## src/design/gsp_pkg.sv

```systemverilog
// Shared definitions for the generational slot pool.
// Holds pool sizing constants, the operation codes and the transfer structs.
// No dependencies.
package gsp_pkg;

   // Pool sizing
   localparam int SLOTS    = 16;
   localparam int GEN_BITS = 8;
   localparam int IDX_BITS = $clog2(SLOTS);      // slot index width
   localparam int PTR_BITS = $clog2(SLOTS + 1);  // free-list pointer, SLOTS ends the list
   localparam int CNT_BITS = $clog2(SLOTS + 1);  // population counters

   localparam logic [GEN_BITS-1:0] GEN_MAX   = {GEN_BITS{1'b1}};
   localparam logic [GEN_BITS-1:0] GEN_FIRST = GEN_BITS'(1);
   localparam logic [PTR_BITS-1:0] LIST_END  = PTR_BITS'(SLOTS);

   // Operation codes; code 3 is unused and does nothing
   typedef enum logic [1:0] {
      OP_ALLOC   = 2'd0,
      OP_LOOKUP  = 2'd1,
      OP_RELEASE = 2'd2
   } op_type;

   typedef struct packed {
      logic [1:0]          operation;
      logic [4:0]          handle_index;
      logic [7:0]          handle_generation;
   } req_type;

   typedef struct packed {
      logic                ok;
      logic [3:0]          slot_index;
      logic [7:0]          slot_generation;
      logic [4:0]          available_count;
      logic [4:0]          live_count;
      logic [4:0]          retired_count;
   } rsp_type;

endpackage

```

## src/design/gsp_core.sv

```systemverilog
// Slot pool state and per-operation logic: free list, generations, live marks
// and counters. Result is combinational from the current state; state updates on commit.
// Depends on gsp_pkg.
module gsp_core
   import gsp_pkg::*;
(
   input  logic    clock,
   input  logic    reset,
   input  logic    commit,
   input  req_type item,
   output rsp_type result
);

   // Pool state
   logic [PTR_BITS-1:0] next_free_ff [SLOTS];
   logic [GEN_BITS-1:0] slot_gen_ff  [SLOTS];
   logic [SLOTS-1:0]    slot_live_ff;
   logic [PTR_BITS-1:0] free_head_ff, free_head_in;
   logic [CNT_BITS-1:0] free_total_ff, free_total_in;
   logic [CNT_BITS-1:0] live_total_ff, live_total_in;
   logic [CNT_BITS-1:0] retired_total_ff, retired_total_in;

   logic [IDX_BITS-1:0] head_slot, hnd_slot, rd_slot;
   logic                head_avail, hnd_in_range, hnd_match;
   logic [GEN_BITS-1:0] rd_gen;
   logic                do_alloc, do_release, do_recycle;

   // Table reads: allocate looks at the list head, the others at the handle
   assign head_slot    = free_head_ff[IDX_BITS-1:0];
   assign hnd_slot     = item.handle_index[IDX_BITS-1:0];
   assign head_avail   = free_head_ff < LIST_END;
   assign hnd_in_range = item.handle_index < 5'(SLOTS);
   assign rd_slot      = (item.operation == OP_ALLOC) ? head_slot : hnd_slot;
   assign rd_gen       = slot_gen_ff[rd_slot];
   assign hnd_match    = hnd_in_range && slot_live_ff[hnd_slot]
                         && (slot_gen_ff[hnd_slot] == item.handle_generation);

   // Operation decode and next counter values
   always_comb begin
      do_alloc         = 1'b0;
      do_release       = 1'b0;
      result           = '0;
      free_head_in     = free_head_ff;
      free_total_in    = free_total_ff;
      live_total_in    = live_total_ff;
      retired_total_in = retired_total_ff;
      case (item.operation)
         OP_ALLOC: begin
            if (head_avail) begin
               do_alloc               = 1'b1;
               result.ok              = 1'b1;
               result.slot_index      = 4'(head_slot);
               result.slot_generation = 8'(rd_gen);
            end
         end
         OP_LOOKUP: begin
            if (hnd_match) begin
               result.ok              = 1'b1;
               result.slot_index      = 4'(hnd_slot);
               result.slot_generation = 8'(rd_gen);
            end
         end
         OP_RELEASE: begin
            if (hnd_match) begin
               do_release             = 1'b1;
               result.ok              = 1'b1;
               result.slot_index      = 4'(hnd_slot);
               result.slot_generation = 8'(rd_gen);
            end
         end
         default: begin
         end
      endcase

      do_recycle = do_release && (rd_gen != GEN_MAX);

      if (do_alloc) begin
         free_head_in  = next_free_ff[head_slot];
         free_total_in = free_total_ff - CNT_BITS'(1);
         live_total_in = live_total_ff + CNT_BITS'(1);
      end
      if (do_release) begin
         live_total_in = live_total_ff - CNT_BITS'(1);
         if (do_recycle) begin
            free_head_in  = PTR_BITS'(hnd_slot);
            free_total_in = free_total_ff + CNT_BITS'(1);
         end else begin
            retired_total_in = retired_total_ff + CNT_BITS'(1);
         end
      end

      result.available_count = 5'(free_total_in);
      result.live_count      = 5'(live_total_in);
      result.retired_count   = 5'(retired_total_in);
   end

   // State update on commit
   always_ff @(posedge clock) begin
      if (reset) begin
         for (int i = 0; i < SLOTS; i++) begin
            next_free_ff[i] <= PTR_BITS'(i + 1);
            slot_gen_ff[i]  <= GEN_FIRST;
         end
         slot_live_ff     <= '0;
         free_head_ff     <= '0;
         free_total_ff    <= CNT_BITS'(SLOTS);
         live_total_ff    <= '0;
         retired_total_ff <= '0;
      end else if (commit) begin
         free_head_ff     <= free_head_in;
         free_total_ff    <= free_total_in;
         live_total_ff    <= live_total_in;
         retired_total_ff <= retired_total_in;
         if (do_alloc) begin
            slot_live_ff[head_slot] <= 1'b1;
         end
         if (do_release) begin
            slot_live_ff[hnd_slot] <= 1'b0;
         end
         if (do_recycle) begin
            slot_gen_ff[hnd_slot]  <= rd_gen + GEN_BITS'(1);
            next_free_ff[hnd_slot] <= free_head_ff;
         end
      end
   end

   // Every slot is free, live or retired
   a_population: assert property (@(posedge clock) disable iff (reset)
      ((CNT_BITS+2)'(free_total_ff) + (CNT_BITS+2)'(live_total_ff)
       + (CNT_BITS+2)'(retired_total_ff)) == (CNT_BITS+2)'(SLOTS))
      else $error("slot population does not add up");

   // The list is empty exactly when the free count is zero
   a_head_end: assert property (@(posedge clock) disable iff (reset)
      (free_head_ff == LIST_END) == (free_total_ff == '0))
      else $error("free-list head disagrees with free count");

   // A committed allocation marks its slot live
   a_alloc_live: assert property (@(posedge clock) disable iff (reset)
      commit && do_alloc |=> slot_live_ff[$past(head_slot)])
      else $error("allocated slot not marked live");

   // The live count matches the live marks
   a_live_count: assert property (@(posedge clock) disable iff (reset)
      $countones(slot_live_ff) == int'(live_total_ff))
      else $error("live count disagrees with live marks");

endmodule

```

## src/design/generational_slot_pool.sv

```systemverilog
// Generational slot pool top level: request register, pool core, result register.
// Depends on gsp_pkg and gsp_core.
//
// Usage:
//   Request channel req_valid/req_stall/req_data carries one operation per
//   transfer: allocate, lookup handle or release handle. Result channel
//   rsp_valid/rsp_stall/rsp_data returns exactly one result per request,
//   in order, with the available, live and retired counts after that request.
//   A request taken into the request register has its result computed by the
//   core and loaded into the result register once that register is free;
//   then rsp_valid rises. The block takes one request per cycle while the
//   receiver does not stall; each operation is at most one free-list pop or
//   push and one table read between the two registers.
//   When the receiver stalls, the result register holds and a waiting request
//   stays in the request register; req_stall rises only once both are full.
//   Reset (synchronous, active high) empties both registers, puts every slot on the free
//   list in index order with generation 1, and clears the live and retired counts.
module generational_slot_pool
   import gsp_pkg::*;
(
   input  logic    clock,
   input  logic    reset,
   input  logic    req_valid,
   output logic    req_stall,
   input  req_type req_data,
   output logic    rsp_valid,
   input  logic    rsp_stall,
   output rsp_type rsp_data
);

   logic    req_valid_ff;
   req_type req_item_ff;
   logic    rsp_valid_ff;
   rsp_type rsp_data_ff;
   rsp_type rsp_data_in;
   logic    advance;

   // Move the held request into the result register when it is empty or its result is being taken
   assign advance   = req_valid_ff && (!rsp_valid_ff || !rsp_stall);
   assign req_stall = req_valid_ff && !advance;

   gsp_core u_core (
      .clock  (clock),
      .reset  (reset),
      .commit (advance),
      .item   (req_item_ff),
      .result (rsp_data_in)
   );

   // Request register
   always_ff @(posedge clock) begin
      if (reset) begin
         req_valid_ff <= 1'b0;
      end else if (!req_stall) begin
         req_valid_ff <= req_valid;
      end
   end

   always_ff @(posedge clock) begin
      if (!req_stall) begin
         req_item_ff <= req_data;
      end
   end

   // Result register
   always_ff @(posedge clock) begin
      if (reset) begin
         rsp_valid_ff <= 1'b0;
      end else if (advance) begin
         rsp_valid_ff <= 1'b1;
      end else if (!rsp_stall) begin
         rsp_valid_ff <= 1'b0;
      end
   end

   always_ff @(posedge clock) begin
      if (advance) begin
         rsp_data_ff <= rsp_data_in;
      end
   end

   assign rsp_valid = rsp_valid_ff;
   assign rsp_data  = rsp_data_ff;

endmodule
```

## config.mk

```make
export PLATFORM = sky130hd
export DESIGN_NAME = generational_slot_pool
export DESIGN_NICKNAME = d
export VERILOG_FILES = /design/src/design/gsp_pkg.sv /design/src/design/gsp_core.sv /design/src/design/generational_slot_pool.sv
export SDC_FILE = /design/constraint.sdc
export NUM_CORES = 1
export LEC_CHECK = 0
export ABC_AREA = 0
export BUFFER_PORTS_ARGS = -buffer_cell sky130_fd_sc_hd__buf_2
export CAP_MARGIN = 40
export CORE_ASPECT_RATIO = 1.1
export CORE_MARGIN = 2
export CORE_UTILIZATION = 40
export DETAILED_ROUTE_END_ITERATION = 8
export SLEW_MARGIN = 20
export SYNTH_ARGS = -nofsm -noshare
export SYNTH_HDL_FRONTEND = slang
export SYNTH_SLANG_ARGS = --single-unit
```

## constraint.sdc

```tcl
create_clock -name clock -period 5.7 [get_ports clock]
set_input_delay 0.285 -clock clock [delete_from_list [all_inputs] [get_ports clock]]
set_output_delay 0.285 -clock clock [all_outputs]
set_load 0.005 [all_outputs]
```

==> flow_summary.yaml, run 1 <==
placed_design:
  hpwl_mm: 30.26
  port_buffers: 48
  dp.cells: 1667
  globalplace.congestion: 0.8591
worst_setup_path:
  worstPathArrival_ns: 5.41
  critical_path_class: "flip-flop to flip-flop"
  cp_data_required_time_ns: 5.91
  cp-start-kind: "flip-flop"
  rr_worst_depth: 16
  rr_startpoint: "req_item_ff[14]"
  r2r_end: "u_core.slot_gen_ff[14][2]"
  reg2reg_slack_ns: 0.50
  cp-end-kind: "flip-flop"
  path_max_fanout: 24
clock_tree:
  cts_buffers: 30
  htree_levels: 1
  clock_latency_ns: 0.58
  numClockSinks: 297
  cts_root_buf: "clkbuf_16"
  cts_tree: "done"
  clock_path_buffers: 3
  post_cts_resized: 0
  clk_pin_slew_ns: 0.06
  post_cts_buffers: 0
  cts_hold_buf: 17
timing:
  finalSetupViolCount: 0
  finalCritPeriodShare_pct: 91.22
  holdWs_ns: 0.2320
  finalMaxSlewViolations: 0
  fin_tns_setup_ns: 0
  finClkSkew_ns: 0.01529
  rsz0062_at_grt: "false"
  layout_min_cycle_time_ns: 5.200
  max_clock_freq_mhz: 192.3
  tightestPinTransition_ns: 0.8769
  timing.final.hold_violations: 0
  max_slew_margin_pct: 41.25
hold_path:
  whs_path_depth: 2
  hold_path.class: "input pin to flip-flop"
  hold_start: "reset"
  min_to: "rsp_valid"
global_routing:
  antenna_found_initial: 0
  track_usage_pct: 23.05
  grt_overflow_total: 0
  grt_pass1_vias: 9846
  grt_first_pass_wirelength_mm: 63.42
  grt_max_degree: 45
die:
  die_w_um: 185.5
  core_um2: 35900
  ios: 49
  initial_core_util_pct: 40.40
  dieArea_um2: 37790
  die_height_um: 203.7
  rows: 73
routing:
  avgRoutedWirePerCell_um: 24.57
  antenna_left: 0
  post-route-drc-count: 0
  drt_iter0_drc: 980
  vias_per_cell: 5.716
  dr.pass1.iters: 5
  vias: 9985
  wl_mm: 42.92
synth:
  yosysTopAreaCell: "edfxtp_1"
  synth_most_common_cell: "edfxtp_1"
  synth_area_leaders: "edfxtp_1, mux4_2, dfxtp_1"
  ys_ff_latch: 297
  synth_cell_types: 59
  yosysWarnings: 0
  synthCells: 1158
  synth_area_um2: 14500
  seq_area_frac_synth_pct: 58.33
  syn-num-nets: 1186
  synth-async-reset-ratio_pct: 0
  synth_edf_count: 251
  ys.flop_type: "edfxtp_1"
  avgSynthCellArea_um2: 12.52
  synth_top_area_share_pct: 51.98
  synth_commonest_cells: "edfxtp_1, nor2_1, nand2_1"
power_and_ir_drop:
  powerDensity_nw_per_um2: 296.3
  max-vdd-ir-drop_mv: 0.1991
  power_leakage_nw: 5.792
final_layout:
  fin_util_pct: 46.75
  multi_input_area_um2: 5638
  fillCellCount: 3150
  instances_no_fill: 1747
  seq_area_um2: 8459
  drive_gt1_share_pct: 21.75
  final_nets: 1264
  diodes: 0
  syn_to_final_growth_pct: 15.73
run_status:
  outcome: "completed"
job:
  max_cap_violations: 0
-- through the flow --
| stage | power (mW) | area (µm²) | setup WS (ns) |
|---|---|---|---|
| 6_report | 4.972 | 16780 | 0.5003 |
| 5_1_grt | 5.109 | 16780 | 0.1262 |
| 3_5_place_dp | 3.022 | 15530 | 0.4539 |
| 2_1_floorplan | 2.814 | 14500 | 0.4801 |
| 4_1_cts | 4.985 | 16670 | 0.4534 |
| 3_3_place_gp | 3.000 | 15340 | 0.6381 |
-- area by class of cell --
cell class	instances	area share, %
clock inverters	17	0.9842
repair buffers	128	6.114
clock buffers	39	4.794
multi-input cells	758	33.60
inverters	21	0.4697
well taps	487	3.631
flip-flops and latches	297	50.41
-- critical path: stages, from the launching register on --
cell	delay, ns
edfxtp_1	0.38
inv_1	0.06
ha_1	0.20
mux2_2	0.62
buf_4	0.47
mux2i_1	0.27
mux4_2	0.27
nand2_1	0.05
o31ai_1	0.09
inv_1	0.11
ha_1	0.26
nand2_1	0.08
nor3_1	0.05
buf_4	0.18
or3_4	0.50
or3_1	0.59
nand2_1	0.60
-- how the worst max path moves through the flow --
stage | to | start | cells past startpoint
after floorplan | u_core.next_free_ff[2][0] | req_item_ff[13] | 17
after global placement | u_core.next_free_ff[14][4] | req_item_ff[13] | 15
after detailed placement | u_core.slot_gen_ff[14][4] | req_item_ff[14] | 16
after CTS | u_core.slot_gen_ff[14][2] | req_item_ff[14] | 16
after global routing | u_core.slot_gen_ff[14][2] | req_item_ff[14] | 16
final | u_core.slot_gen_ff[14][2] | req_item_ff[14] | 16
-- cell families (layout without fill, tap and decap cells) --
| family | Yosys count | count (layout) | share of synthesized area [%] |
|---|---|---|---|
| compound gates | 89 | 89 | 3.961 |
| buf+inv | 103 | 205 | 3.037 |
| mux | 139 | 139 | 17.15 |
| xor+xnor | 27 | 27 | 1.631 |
| simple gates | 494 | 494 | 15.12 |
| fa+ha+maj | 9 | 9 | 0.7766 |
| flops | 297 | 297 | 58.33 |
-- flip-flops by register name (all words and copies together), names as in the netlist, named ones only --
register,flops
req_valid_ff,1
u_core.slot_gen_ff,128
rsp_data,28
req_item_ff,15
u_core.free_head_ff,5
rsp_valid,1
u_core.live_total_ff,5
u_core.next_free_ff,80
u_core.free_total_ff,5
u_core.retired_total_ff,5
u_core.slot_live_ff,16
-- cell usage in the layout (no fill, tap or decap), types with 30 or more instances in the layout --
master | netlist | final
edfxtp_1 | 251 | 251
nor2_1 | 198 | 198
nand2_1 | 141 | 141
mux4_2 | 82 | 82
buf_2 | 21 | 49
dfxtp_1 | 46 | 45
buf_4 | 1 | 42
nor3_1 | 38 | 38
mux2i_1 | 38 | 38
a21oi_1 | 31 | 31
nand3_1 | 30 | 30
clkbuf_16 | 0 | 30
-- where the power goes --
group | switching, mW | leakage, nW | internal [mW] | total, mW
sequential | 0.0500 | 2.78 | 2.41 | 2.46
combinational | 0.326 | 2.55 | 0.212 | 0.538
clock | 0.847 | 0.468 | 1.13 | 1.97
-- metal layers --
layer	routed length [µm]	GRT usage [%]	share of wire, %	up-vias
li1	-	-	-	4419
met1	16910	29.53	39	4997
met2	20950	38.69	49	467
met3	3061	3.482	7.1	102
met4	2000	10.43	4.7	0
met5	0	0	0	-
Note: power is estimated with default switching activity, not from simulation.
==> inputs of run 2 (changes only) <==
--- a/config.mk
+++ b/config.mk
@@ -12,6 +12,7 @@
 export CORE_MARGIN = 2
 export CORE_UTILIZATION = 40
 export DETAILED_ROUTE_END_ITERATION = 8
+export PLACE_DENSITY = 0.62
 export SLEW_MARGIN = 20
 export SYNTH_ARGS = -nofsm -noshare
 export SYNTH_HDL_FRONTEND = slang
==> run 2 against run 1 <==
- global-route usage decreased by 0.67 points
- die area unchanged
- register-to-register slack got worse by 0.14 ns
- hold slack got worse by 0.021 ns
- cell area decreased by 0.14%
- critical path depth down 1
- clock-buffer cell count grew 2
- sequential cell count unchanged
- clock power up 8%
- power rose by 3.2%
- setup slack worse by 0.14 ns
- largest power group unchanged
==> flow_summary.yaml, run 2 (synthesized netlist as in run 1, its figures left out) <==
timing:
  rsz0062_at_grt: "false"
  setup_ws_ns: 0.3646
  timing.final.hold_violations: 0
  layout_min_cycle_time_ns: 5.335
  finClkSkew_ns: 0.008391
  holdWs_ns: 0.2107
  finalMaxSlewViolations: 0
  finalCritPeriodShare_pct: 93.60
  tightestPinTransition_ns: 0.8605
  max_clock_freq_mhz: 187.4
  finalSetupViolCount: 0
  fin_tns_setup_ns: 0
  max_slew_margin_pct: 42.49
job:
  max_cap_violations: 0
final_layout:
  layout_commonest_cell: "edfxtp_1"
  largest_reg_flops: 128
  final_cell_mix: "edfxtp_1, nor2_1, nand2_1"
  fin_area_um2: 16760
  drive_gt1_share_pct: 21.58
  fin_util_pct: 46.68
  syn_to_final_growth_pct: 15.57
  diodes: 0
  fillCellCount: 3176
  final_nets: 1260
  instances_no_fill: 1743
  top_register: "u_core.slot_gen_ff"
routing:
  vias_per_cell: 5.737
  vias: 10000
  post-route-drc-count: 0
  wl_mm: 42.06
  antenna_left: 0
  drt_iter0_drc: 1060
  avgRoutedWirePerCell_um: 24.13
  dr.pass1.iters: 5
power_and_ir_drop:
  power_mw: 5.130
  max-vdd-ir-drop_mv: 0.2163
  power_leakage_nw: 5.793
  powerDensity_nw_per_um2: 306.1
worst_setup_path:
  worstPathArrival_ns: 5.48
  cp-end-kind: "flip-flop"
  path_cells: "inv_1, ha_1, mux2_2, buf_12, mux2i_1, mux4_2, and2_1, a31oi_1, ha_1, nand2_1, nor3_1, buf_4, or3_4, or3_1, nand2_1"
  slowest_delay_ns: 0.58
  critical_path_class: "flip-flop to flip-flop"
  path_buf_inv: 3
  path_max_fanout: 38
  cp_data_required_time_ns: 5.85
  path_delay_family: "simple AND/OR/NAND/NOR gates"
  slowest_stage: "nand2_1"
  cp-start-kind: "flip-flop"
clock_tree:
  post_cts_buffers: 0
  cts_root_buf: "clkbuf_16"
  htree_levels: 1
  cts_tree: "done"
  clock_path_buffers: 3
  cts_hold_buf: 17
  clk_pin_slew_ns: 0.06
  numClockSinks: 297
  clock_latency_ns: 0.57
  post_cts_resized: 0
  cts_buffers: 30
global_routing:
  grt_overflow_total: 0
  grt_first_pass_wirelength_mm: 62.00
  track_usage_pct: 22.38
  grt_pass1_vias: 9851
  grt_max_degree: 45
  antenna_found_initial: 0
die:
  rows: 73
  dieArea_um2: 37790
  core_um2: 35900
  initial_core_util_pct: 40.40
  die_w_um: 185.5
  ios: 49
  die_height_um: 203.7
hold_path:
  hold_path.class: "input pin to flip-flop"
placed_design:
  placed_cell_area_um2: 15430
  dp.cells: 1664
  globalplace.congestion: 0.8776
  port_buffers: 48
  place_worst_setup_slack_ns: 0.1642
  hpwl_mm: 29.47
run_status:
  outcome: "completed"
[run 2: cell types whose count changed in the layout (fill, tap and decap cells not counted), sizes merged]
cell / before / now
clkinv: 15 / 10
buf: 110 / 106
bufinv: 3 / 6
clkbuf: 40 / 42
clkinvlp: 2 / 1
inv: 18 / 19
[run 2: routing by layer]
metal	vias to the layer above	track usage, %	part of all wire, %
met3	96	2.893	6.6
li1	4401	-	-
met5	-	0	0
met1	5053	28.14	39
met2	450	38.87	50
met4	0	9.364	4.1
[run 2: layout make-up]
cell class	count	area, µm²	area share, %
Multi-Input combinational cell	758	5617	33.52
Tap cell	487	609.3	3.636
Clock inverter	15	232.7	1.389
Clock buffer	41	833.3	4.973
Timing Repair Buffer	124	927.1	5.533
Sequential cell	297	8459	50.48
Inverter	21	78.83	0.4704
[run 2: power breakdown]
| part | total [mW] | switching (mW) | internal (mW) | leakage [nW] |
|---|---|---|---|---|
| clock | 2.13 | 0.841 | 1.29 | 0.518 |
| sequential | 2.47 | 0.0523 | 2.41 | 2.78 |
| combinational | 0.530 | 0.324 | 0.206 | 2.50 |
[run 2: path summary, 6_finish.rpt]
check / slack (ns) / cells past startpoint / to / start
min reg2reg: 0.50 / 2 / rsp_valid / req_valid_ff
min: 0.21 / 3 / rsp_valid / reset
max reg2reg: 0.36 / 15 / u_core.slot_gen_ff[13][5] / req_item_ff[14]
max: 0.36 / 15 / u_core.slot_gen_ff[13][5] / req_item_ff[14]
[run 2: worst min-delay path: cells and delay by family]
| family | cells | cell delay, ns |
|---|---|---|
| buf+inv | 2 | 0.33 |
| simple gates | 1 | 0.13 |
